[src/design/ftpp_pkg.sv]
// Shared types and codes for the file-transfer packet parser.
// Holds the transfer phase enum, packet type, tag and status codes, and the
// structs passed between the parse stage, the name check and the top level.
package ftpp_pkg;

   // Transfer phase: START expected, transfer open, error, complete.
   typedef enum logic [1:0] {
      PH_WAIT,
      PH_OPEN,
      PH_ERR,
      PH_DONE
   } phase_type;

   // Packet type codes as carried in the first byte of a packet.
   localparam logic [1:0] PT_NONE  = 2'd0;
   localparam logic [1:0] PT_DATA  = 2'd1;
   localparam logic [1:0] PT_START = 2'd2;
   localparam logic [1:0] PT_END   = 2'd3;

   // Control packet tags.
   localparam logic [7:0] TAG_SIZE = 8'd0;
   localparam logic [7:0] TAG_NAME = 8'd1;

   // Per-packet status codes.
   localparam logic [2:0] ST_OK            = 3'd0;
   localparam logic [2:0] ST_BAD_TYPE      = 3'd1;
   localparam logic [2:0] ST_BAD_TAG       = 3'd2;
   localparam logic [2:0] ST_BAD_SEQ       = 3'd3;
   localparam logic [2:0] ST_SIZE_MISMATCH = 3'd4;
   localparam logic [2:0] ST_NAME_MISMATCH = 3'd5;
   localparam logic [2:0] ST_BAD_LENGTH    = 3'd6;
   localparam logic [2:0] ST_COMPLETE      = 3'd7;

   // Result of the parse stage for one item, before the name check.
   typedef struct packed {
      logic        payload_valid;
      logic [7:0]  payload_byte;
      logic        packet_done;
      logic [2:0]  status;
      logic [63:0] xfer_size;
      logic        transfer_error;
      logic        end_check;   // END passed all checks but the name bytes
      logic        len_eq;      // END name length matched the START length
      logic        cmp_en;      // this byte is compared with the stored name
      logic        pkt_begin;   // first byte of a packet
      logic [7:0]  cmp_byte;
   } rec_type;

   // Final result item.
   typedef struct packed {
      logic        payload_valid;
      logic [7:0]  payload_byte;
      logic        packet_done;
      logic [2:0]  status;
      logic [63:0] xfer_size;
      logic        transfer_error;
   } rsp_type;

   // Name memory access issued with each accepted item.
   typedef struct packed {
      logic       wr_en;
      logic [7:0] idx;
      logic [7:0] wdata;
   } name_cmd_type;

endpackage

[src/design/file_transfer_packet_parser.sv]
// Top level of the file-transfer packet parser: input handshake, the stage
// that waits for the name memory read, and the output register.
// Depends on ftpp_pkg, ftpp_parse and ftpp_name_check.
//
// Use: packet bytes enter on the req_ channel, one byte per item, with
// req_tlast on the last byte of each link frame. Every accepted byte gives
// exactly one item on the rsp_ channel: a file data byte (rsp_tuser high)
// for DATA payload, and on the frame's last byte rsp_tlast with the packet
// status. The decoded START size and an error flag (sticky, except that a
// name mismatch flags only the END item) ride on every item. An accepted
// item passes the middle stage, which also takes the name memory read, and
// then the output register, which takes the name compare, before it is
// offered on rsp_tvalid. Throughput is one item per cycle while rsp_tready
// is high; the middle stage covers the memory read, so no item waits on it.
// When rsp_tready is low the output register holds its item and the middle
// stage still takes one more byte; req_tready drops only when both are full.
// Reset clears the transfer to waiting for START, with size zero. The name
// memory is not cleared; entries are only compared after START wrote them.
module file_transfer_packet_parser import ftpp_pkg::*; #(
   parameter int NAME_DEPTH     = 256,
   parameter int SIZE_BYTES_MAX = 8
) (
   input  logic        clock,
   input  logic        reset,
   input  logic        req_tvalid,
   output logic        req_tready,
   input  logic [7:0]  req_tdata,   // [7:0] data_byte
   input  logic        req_tlast,   // frame_end
   output logic        rsp_tvalid,
   input  logic        rsp_tready,
   output logic [79:0] rsp_tdata,   // [7:0] payload_byte, [10:8] status,
                                    // [74:11] xfer_size, [75] transfer_error
   output logic        rsp_tuser,   // payload_valid
   output logic        rsp_tlast    // packet_done
);

   logic         accept, advance, move;
   rec_type      rec, rec_ff, rec_in;
   name_cmd_type cmd;
   rsp_type      rsp, rsp_ff;
   logic         s2_valid_ff, s2_valid_in;
   logic         rsp_valid_ff, rsp_valid_in;

   assign advance    = !rsp_valid_ff || rsp_tready;
   assign req_tready = !s2_valid_ff || advance;
   assign accept     = req_tvalid && req_tready;
   assign move       = s2_valid_ff && advance;

   ftpp_parse #(
      .NAME_DEPTH     (NAME_DEPTH),
      .SIZE_BYTES_MAX (SIZE_BYTES_MAX)
   ) u_parse (
      .clock     (clock),
      .reset     (reset),
      .accept    (accept),
      .data_byte (req_tdata),
      .frame_end (req_tlast),
      .rec       (rec),
      .cmd       (cmd)
   );

   ftpp_name_check #(
      .NAME_DEPTH (NAME_DEPTH)
   ) u_name_check (
      .clock  (clock),
      .reset  (reset),
      .accept (accept),
      .cmd    (cmd),
      .move   (move),
      .rec    (rec_ff),
      .rsp    (rsp)
   );

   // Middle stage loads whenever it is free or its item moves on.
   always_comb begin
      s2_valid_in  = req_tready ? accept : s2_valid_ff;
      rec_in       = accept ? rec : rec_ff;
      rsp_valid_in = advance ? s2_valid_ff : rsp_valid_ff;
   end

   always_ff @(posedge clock) begin
      if (reset) begin
         s2_valid_ff  <= 1'b0;
         rsp_valid_ff <= 1'b0;
      end else begin
         s2_valid_ff  <= s2_valid_in;
         rsp_valid_ff <= rsp_valid_in;
      end
   end

   // Payload registers.
   always_ff @(posedge clock) begin
      rec_ff <= rec_in;
      if (advance) begin
         rsp_ff <= rsp;
      end
   end

   // Output packing.
   assign rsp_tvalid = rsp_valid_ff;
   assign rsp_tuser  = rsp_ff.payload_valid;
   assign rsp_tlast  = rsp_ff.packet_done;
   assign rsp_tdata  = {4'd0, rsp_ff.transfer_error, rsp_ff.xfer_size,
                        rsp_ff.status, rsp_ff.payload_byte};

endmodule

[src/design/ftpp_parse.sv]
// Parse stage of the file-transfer packet parser: per-transfer and per-packet
// registers, byte decode, and the name memory command for each item.
// Depends on ftpp_pkg.
module ftpp_parse import ftpp_pkg::*; #(
   parameter int NAME_DEPTH     = 256,
   parameter int SIZE_BYTES_MAX = 8
) (
   input  logic         clock,
   input  logic         reset,
   input  logic         accept,
   input  logic [7:0]   data_byte,
   input  logic         frame_end,
   output rec_type      rec,
   output name_cmd_type cmd
);

   phase_type   phase_ff, phase_in;
   logic [16:0] pos_ff, pos_in;
   logic [1:0]  ptype_ff, ptype_in;
   logic [7:0]  seq_ff, seq_in;
   logic [63:0] acc_ff, acc_in;
   logic [15:0] flen_ff, flen_in;
   logic [63:0] ssize_ff, ssize_in;
   logic [7:0]  snlen_ff, snlen_in;
   logic        leq_ff, leq_in;

   logic        skip;
   logic [2:0]  skip_code;
   logic        pv, done, end_chk, cmp, wr, begin_pkt, complete;
   logic [2:0]  st;
   logic [16:0] lim_tag_name, lim_name_len, lim_name_end, lim_end;
   logic [16:0] name_off;
   logic [16:0] data_off;
   logic        skipping;

   // Byte decode and next state.
   always_comb begin
      phase_in  = phase_ff;
      pos_in    = pos_ff;
      ptype_in  = ptype_ff;
      seq_in    = seq_ff;
      acc_in    = acc_ff;
      flen_in   = flen_ff;
      ssize_in  = ssize_ff;
      snlen_in  = snlen_ff;
      leq_in    = leq_ff;
      skip      = 1'b0;
      skip_code = ST_OK;
      pv        = 1'b0;
      done      = 1'b0;
      end_chk   = 1'b0;
      cmp       = 1'b0;
      wr        = 1'b0;
      begin_pkt = 1'b0;
      complete  = 1'b0;
      st        = ST_OK;
      skipping  = (ptype_ff == PT_NONE) && (pos_ff != 17'd0);

      // Field boundaries of a control packet.
      lim_tag_name = 17'd3 + {9'd0, flen_ff[7:0]};
      lim_name_len = 17'd4 + {9'd0, flen_ff[7:0]};
      lim_name_end = 17'd5 + {9'd0, flen_ff[7:0]} + {9'd0, flen_ff[15:8]};
      name_off     = pos_ff - 17'd5 - {9'd0, flen_ff[7:0]};
      data_off     = pos_ff - 17'd4;

      if (!skipping) begin
         if (pos_ff == 17'd0) begin
            begin_pkt = 1'b1;
            leq_in    = 1'b1;
            if ((data_byte == {6'd0, PT_START} && phase_ff == PH_WAIT) ||
                ((data_byte == {6'd0, PT_DATA} || data_byte == {6'd0, PT_END}) &&
                 phase_ff == PH_OPEN)) begin
               ptype_in = data_byte[1:0];
            end else begin
               skip      = 1'b1;
               skip_code = ST_BAD_TYPE;
            end
         end else if (ptype_ff == PT_DATA) begin
            // DATA: sequence, 16-bit length, payload.
            if (pos_ff == 17'd1) begin
               if (data_byte != seq_ff) begin
                  skip      = 1'b1;
                  skip_code = ST_BAD_SEQ;
               end
            end else if (pos_ff == 17'd2) begin
               flen_in = {data_byte, 8'd0};
            end else if (pos_ff == 17'd3) begin
               flen_in = {flen_ff[15:8], data_byte};
            end else if (data_off < {1'b0, flen_ff}) begin
               pv = 1'b1;
            end else begin
               skip      = 1'b1;
               skip_code = ST_BAD_LENGTH;
            end
         end else begin
            // START or END: size TLV, then name TLV.
            if (pos_ff == 17'd1) begin
               if (data_byte != TAG_SIZE) begin
                  skip      = 1'b1;
                  skip_code = ST_BAD_TAG;
               end
            end else if (pos_ff == 17'd2) begin
               if (data_byte > 8'(SIZE_BYTES_MAX)) begin
                  skip      = 1'b1;
                  skip_code = ST_BAD_LENGTH;
               end else begin
                  flen_in = {8'd0, data_byte};
                  acc_in  = 64'd0;
               end
            end else if (pos_ff < lim_tag_name) begin
               acc_in = {acc_ff[55:0], data_byte};
            end else if (pos_ff == lim_tag_name) begin
               if (data_byte != TAG_NAME) begin
                  skip      = 1'b1;
                  skip_code = ST_BAD_TAG;
               end
            end else if (pos_ff == lim_name_len) begin
               if (ptype_ff == PT_START && {9'd0, data_byte} > 17'(NAME_DEPTH)) begin
                  skip      = 1'b1;
                  skip_code = ST_BAD_LENGTH;
               end else begin
                  if (ptype_ff == PT_START) begin
                     snlen_in = data_byte;
                  end else begin
                     leq_in = (data_byte == snlen_ff);
                  end
                  flen_in = {data_byte, flen_ff[7:0]};
               end
            end else if (pos_ff < lim_name_end) begin
               if (ptype_ff == PT_START) begin
                  wr = (name_off < 17'(NAME_DEPTH));
               end else begin
                  cmp = leq_ff && (name_off < {9'd0, snlen_ff}) &&
                        (name_off < 17'(NAME_DEPTH));
               end
            end else begin
               skip      = 1'b1;
               skip_code = ST_BAD_LENGTH;
            end
         end
      end

      // Error: skip the rest of the packet, keep the code for frame end.
      if (skip) begin
         phase_in = PH_ERR;
         ptype_in = PT_NONE;
         flen_in  = {13'd0, skip_code};
         pos_in   = 17'd1;
      end

      // Completeness uses the lengths as updated by this byte.
      lim_end = 17'd4 + {9'd0, flen_in[7:0]} + {9'd0, flen_in[15:8]};
      if (ptype_in == PT_DATA) begin
         complete = (pos_ff >= 17'd3) && (pos_ff == 17'd3 + {1'b0, flen_in});
      end else begin
         complete = (pos_ff == lim_end);
      end

      // Frame end closes the packet and reports its status.
      if (frame_end) begin
         done = 1'b1;
         if (ptype_in == PT_NONE) begin
            st = flen_in[2:0];
         end else if (!complete) begin
            st       = ST_BAD_LENGTH;
            phase_in = PH_ERR;
         end else if (ptype_in == PT_START) begin
            ssize_in = acc_in;
            seq_in   = 8'd0;
            phase_in = PH_OPEN;
         end else if (ptype_in == PT_DATA) begin
            seq_in = seq_ff + 8'd1;
         end else if (acc_in != ssize_ff) begin
            st       = ST_SIZE_MISMATCH;
            phase_in = PH_ERR;
         end else begin
            // Name bytes are settled one stage later.
            end_chk  = 1'b1;
            phase_in = PH_DONE;
         end
         pos_in   = 17'd0;
         ptype_in = PT_NONE;
      end else if (ptype_in != PT_NONE) begin
         pos_in = pos_ff + 17'd1;
      end
   end

   // Record and memory command for this item.
   always_comb begin
      rec.payload_valid  = pv;
      rec.payload_byte   = pv ? data_byte : 8'd0;
      rec.packet_done    = done;
      rec.status         = st;
      rec.xfer_size      = ssize_in;
      rec.transfer_error = (phase_in == PH_ERR);
      rec.end_check      = end_chk;
      rec.len_eq         = leq_in;
      rec.cmp_en         = cmp;
      rec.pkt_begin      = begin_pkt;
      rec.cmp_byte       = data_byte;
      cmd.wr_en          = wr;
      cmd.idx            = name_off[7:0];
      cmd.wdata          = data_byte;
   end

   // State registers advance once per accepted item.
   always_ff @(posedge clock) begin
      if (reset) begin
         phase_ff <= PH_WAIT;
         pos_ff   <= 17'd0;
         ptype_ff <= PT_NONE;
         seq_ff   <= 8'd0;
         acc_ff   <= 64'd0;
         flen_ff  <= 16'd0;
         ssize_ff <= 64'd0;
         snlen_ff <= 8'd0;
         leq_ff   <= 1'b1;
      end else if (accept) begin
         phase_ff <= phase_in;
         pos_ff   <= pos_in;
         ptype_ff <= ptype_in;
         seq_ff   <= seq_in;
         acc_ff   <= acc_in;
         flen_ff  <= flen_in;
         ssize_ff <= ssize_in;
         snlen_ff <= snlen_in;
         leq_ff   <= leq_in;
      end
   end

endmodule

[src/design/ftpp_name_check.sv]
// Name store of the file-transfer packet parser and the END name compare.
// Holds the synchronous name memory and the per-packet mismatch flag.
// Depends on ftpp_pkg.
module ftpp_name_check import ftpp_pkg::*; #(
   parameter int NAME_DEPTH = 256
) (
   input  logic         clock,
   input  logic         reset,
   input  logic         accept,
   input  name_cmd_type cmd,
   input  logic         move,
   input  rec_type      rec,
   output rsp_type      rsp
);

   localparam int AW = $clog2(NAME_DEPTH);

   logic [7:0]      name_mem [NAME_DEPTH];
   logic [7:0]      rdata_ff;
   logic [AW+7:0]   idx_ext;
   logic [AW-1:0]   addr;
   logic            neq_ff, neq_in;
   logic            hit, neq_now, name_ok;

   assign idx_ext = {{AW{1'b0}}, cmd.idx};
   assign addr    = idx_ext[AW-1:0];

   // Name bytes written at START; every item reads its entry for the next stage.
   always_ff @(posedge clock) begin
      if (accept) begin
         if (cmd.wr_en) begin
            name_mem[addr] <= cmd.wdata;
         end
         rdata_ff <= name_mem[addr];
      end
   end

   // Compare of the registered entry with the END name byte.
   always_comb begin
      hit     = rec.cmp_en && (rdata_ff != rec.cmp_byte);
      neq_now = (rec.pkt_begin ? 1'b0 : neq_ff) | hit;
      neq_in  = neq_now;
      name_ok = rec.len_eq && !neq_now;
   end

   // Final fields of the item.
   always_comb begin
      rsp.payload_valid  = rec.payload_valid;
      rsp.payload_byte   = rec.payload_byte;
      rsp.packet_done    = rec.packet_done;
      rsp.xfer_size      = rec.xfer_size;
      rsp.status         = rec.end_check ?
                           (name_ok ? ST_COMPLETE : ST_NAME_MISMATCH) : rec.status;
      rsp.transfer_error = rec.transfer_error || (rec.end_check && !name_ok);
   end

   // Mismatch flag follows the items as they leave this stage.
   always_ff @(posedge clock) begin
      if (reset) begin
         neq_ff <= 1'b0;
      end else if (move) begin
         neq_ff <= neq_in;
      end
   end

endmodule
[config.mk]
export PLATFORM = sky130hd
export DESIGN_NAME = file_transfer_packet_parser
export DESIGN_NICKNAME = d
export VERILOG_FILES = /design/src/design/ftpp_pkg.sv /design/src/design/file_transfer_packet_parser.sv /design/src/design/ftpp_parse.sv /design/src/design/ftpp_name_check.sv
export SDC_FILE = /design/constraint.sdc
export NUM_CORES = 2
export LEC_CHECK = 0
export ABC_AREA = 1
export BUFFER_PORTS_ARGS = -buffer_cell sky130_fd_sc_hd__buf_2
export CAP_MARGIN = 20
export CORE_MARGIN = 2
export CORE_UTILIZATION = 35
export DETAILED_ROUTE_END_ITERATION = 8
export PLACE_DENSITY = 0.55
export SLEW_MARGIN = 20
export SYNTH_ARGS = -nofsm -noshare
export SYNTH_HDL_FRONTEND = slang
export SYNTH_SLANG_ARGS = --single-unit
[constraint.sdc]
create_clock -name clock -period 12.3 [get_ports clock]
set_input_delay 0.615 -clock clock [delete_from_list [all_inputs] [get_ports clock]]
set_output_delay 0.615 -clock clock [all_outputs]
set_load 0.02 [all_outputs]
==> impl_metrics.env <==
export IMPL_run_status="complete, no violations"
export IMPL_fmaxAchievable_mhz=120
export IMPL_drt_iter0_markers=7155
export IMPL_layout_drive_gt1_share=0.108
export IMPL_synth_largest_type_area_fraction=0.679
export IMPL_finish_utilization=0.398
export IMPL_drt_drc_violations_left=0
export IMPL_cts_htree_levels=5
export IMPL_hold_path_cell_count=1
export IMPL_sequential_element_share_of_the_synthesized_area=0.717
export IMPL_route_vias_total=62200
export IMPL_worst_hold_path_type="in -> reg"
export IMPL_ant_nets=0
export IMPL_grt_pass1_vias=60100
export IMPL_final_common_cell="sky130_fd_sc_hd__edfxtp_1"
export IMPL_slew_headroom=0.256
export IMPL_required_ns=13.03
export IMPL_critical_path_buf_inv_count=7
export IMPL_power_switching_mw=5.90
export IMPL_final_nets=7387
export IMPL_detailedRoute_firstPassIterationCount=6
export IMPL_synth_edf_count=2224
export IMPL_worstHoldStart="req_tdata[4]"
export IMPL_unrepaired_setup_endpoints_after_global_routing="false"
export IMPL_clock_path_buffers=4
export IMPL_insertion_delay_ns=0.88
export IMPL_syn_cell_area_um2=98300
export IMPL_design_area_um2=111000
export IMPL_synth_lib_cells_used_distinct=70
export IMPL_max_cap_violations=0
export IMPL_launch_point_of_the_worst_reg_to_reg_path="u_parse.flen_ff[2]"
export IMPL_cts_root_buffer_cell="sky130_fd_sc_hd__clkbuf_16"
export IMPL_period_minus_slack_ns=8.35
export IMPL_worst_setup_path_end_kind="register"
export IMPL_routed_wire_length_per_instance_um=26.2
export IMPL_placed_area_um2=103000
export IMPL_worst_ir_drop_vdd_v=0.000122
export IMPL_routed_via_density=5.55
export IMPL_final_setup_worst_slack_ns=3.95
export IMPL_clock_power_share=0.371
export IMPL_cpMaxStageDelayCell="sky130_fd_sc_hd__dfxtp_1"
export IMPL_grt_start_max_net_pins=173
export IMPL_critPathMostFrequentCell="sky130_fd_sc_hd__nand2_1"
export IMPL_power_leakage_nw=36.7
export IMPL_drv_slew=0
export IMPL_core_area_um2=279000
export IMPL_report_final_setup_viol=0
export IMPL_ff_latch_count_synth=2409
export IMPL_die_height_um=534
export IMPL_hold_buffers=0
export IMPL_finalClockSkew_ns=0.0729
export IMPL_port_buffers=92
export IMPL_gr_usage_all_layers=0.199
export IMPL_totalWireLength_um=293000
export IMPL_area_growth_synth_to_final_pct=13.1
export IMPL_power_combinational_fraction=0.177
export IMPL_min_period_over_period=0.679
export IMPL_share_seq_of_total_power=0.452
export IMPL_cts_reportedPaths_clkPinSlew_ns=0.07
export IMPL_floorplan_die_area_um2=285000
export IMPL_async_flop_share=0
export IMPL_cts_buffers_inserted=265
export IMPL_die_width_um=534
export IMPL_tritoncts_clock_tree="built"
export IMPL_worstSetupStartpointType="register"
export IMPL_reg2regPathDepth=46
export IMPL_netSwitchingFraction=0.293
export IMPL_total_power_mw=20.2
export IMPL_crit_path_max_incr_delay_ns=0.46
export IMPL_setup_reg_to_reg_worst_slack_ns=3.95
export IMPL_post_cts_setup_buffer_count=0
export IMPL_yosys_most_used_dff="sky130_fd_sc_hd__edfxtp_1"
export IMPL_critical_path_peak_fanout=74
export IMPL_category_of_the_critical_setup_timing_path="reg -> reg"
export IMPL_gr_total_overflow=0
export IMPL_internal_power_mw=14.3
export IMPL_hold_violations=0
export IMPL_syn_mean_instance_area_um2=13.6
export IMPL_yosys_warnings=0
export IMPL_grt_first_pass_wirelength_um=425000
export IMPL_power_per_cell_area_nw_per_um2=181
export IMPL_worstHoldEndpoint="u_name_check.name_mem[151][4]"
export IMPL_start_util=0.352
export IMPL_dpl_worst_slack_ns=4.09
export IMPL_fin_setup_tns_ns=0
export IMPL_num_rows=194
export IMPL_cp_top_family="simple AND/OR/NAND/NOR gates"
export IMPL_antenna_violations_before_repair=8
export IMPL_detailed_place_hpwl_um=176000
export IMPL_synth_cells=7216
export IMPL_least_margin_pin_slew_ns=1.09
export IMPL_synth_top_cells_by_area="sky130_fd_sc_hd__edfxtp_1 (68%), sky130_fd_sc_hd__a22oi_1 (7.8%), sky130_fd_sc_hd__dfxtp_1 (3.8%), sky130_fd_sc_hd__nand2_1 (2.4%), sky130_fd_sc_hd__nor2_1 (2.2%)"
export IMPL_cts_resized=0
export IMPL_design_portCount=97
export IMPL_arrival_ns=9.07
export IMPL_critical_path_reg2reg_endpoint="u_parse.ssize_ff[38]"
export IMPL_place_gp_congestion=0.924
export IMPL_clock_sink_count=2409
export IMPL_netlist_top_cell_by_area="sky130_fd_sc_hd__edfxtp_1"
export IMPL_highest_count_cells_in_the_layout_ignoring_fill_and_taps="sky130_fd_sc_hd__edfxtp_1 (2224), sky130_fd_sc_hd__a22oi_1 (1026), sky130_fd_sc_hd__nand2_1 (609)"
==> logic make-up after synthesis <==
group                    Yosys count  synth area share
flip-flops                      2409             0.717
AO/OA/AOI/OAI                   2233             0.158
AND/OR/NAND/NOR                 1507            0.0655
buffers and inverters            822            0.0338
XOR/XNOR                         147            0.0133
adder cells (fa/ha/maj)           97            0.0127
other                              1         0.0000381
==> sequential cells by signal, indices dropped and copies added (netlist names), 2 cells and up <==
register and count:
rec_ff 90, rsp_tdata 76, u_name_check.name_mem 2048, u_name_check.rdata_ff 8, u_parse.acc_ff 64, u_parse.flen_ff 16, u_parse.phase_ff 2, u_parse.pos_ff 17
u_parse.ptype_ff 2, u_parse.seq_ff 8, u_parse.snlen_ff 8, u_parse.ssize_ff 64
==> cell usage after synthesis, types with 50 or more instances <==
cell                           n
sky130_fd_sc_hd__a2111oi_0    84
sky130_fd_sc_hd__a21boi_0    258
sky130_fd_sc_hd__a21oi_1     310
sky130_fd_sc_hd__a22oi_1    1026
sky130_fd_sc_hd__buf_1        50
sky130_fd_sc_hd__clkbuf_1    343
sky130_fd_sc_hd__dfxtp_1     185
sky130_fd_sc_hd__edfxtp_1   2224
sky130_fd_sc_hd__ha_1         93
sky130_fd_sc_hd__inv_1       349
sky130_fd_sc_hd__nand2_1     618
sky130_fd_sc_hd__nand3_1     111
sky130_fd_sc_hd__nor2_1      580
sky130_fd_sc_hd__o21ai_0     265
sky130_fd_sc_hd__o21ai_1      72
sky130_fd_sc_hd__o21ai_2      67
sky130_fd_sc_hd__xor2_1      100
==> worst max-delay path by stage <==
stage | from | endpoint | slack [ns] | cells after the start
final | u_parse.flen_ff[2] | u_parse.ssize_ff[38] | 3.95 | 46
after CTS | u_parse.flen_ff[2] | u_parse.ssize_ff[38] | 4.02 | 45
after global routing | u_parse.flen_ff[2] | u_parse.ssize_ff[38] | 3.22 | 47
after floorplan | u_parse.flen_ff[2] | rec_ff[69] | 5.98 | 46
after detailed placement | u_parse.flen_ff[2] | u_parse.ssize_ff[38] | 4.09 | 45
after global placement | u_parse.flen_ff[0] | u_parse.ssize_ff[39] | 4.22 | 44
==> layer usage <==
layer | up-vias | wire, um | global-route usage
met2 | 2554 | 133000 | 0.308
met4 | 6 | 8160 | 0.0542
met3 | 454 | 22700 | 0.0358
met5 | - | 34 | 0
li1 | 27600 | - | -
met1 | 31500 | 129000 | 0.287
==> metrics by stage <==
stage	instances	hold WS (ns)
5_1_grt	11200	0.0537
3_5_place_dp	10700	0.405
6_report	11200	0.106
3_3_place_gp	10700	0.403
4_1_cts	11200	0.0395
2_1_floorplan	7219	0.400
==> final cells by class <==
cell class / instances / area, um2
fillers: 25700 / 168000
well taps: 3724 / 4660
repair buffers: 230 / 1830
multi-input cells: 3988 / 24700
diodes: 5 / 12.5
clock inverters: 131 / 995
clock buffers: 335 / 7010
inverters: 383 / 1470
flip-flops and latches: 2409 / 70500
==> power by group through the flow <==
stage                     combinational [mW]  sequential [mW]  clock (mW)
final                                   3.58             9.11        7.47
after global routing                    3.80             9.11        7.91
after CTS                               3.56             9.11        7.59
after detailed placement                3.54             9.28           0
after global placement                  3.53             9.28           0
after floorplan                         1.92             9.29           0
Power figures use the tool's default switching activity.
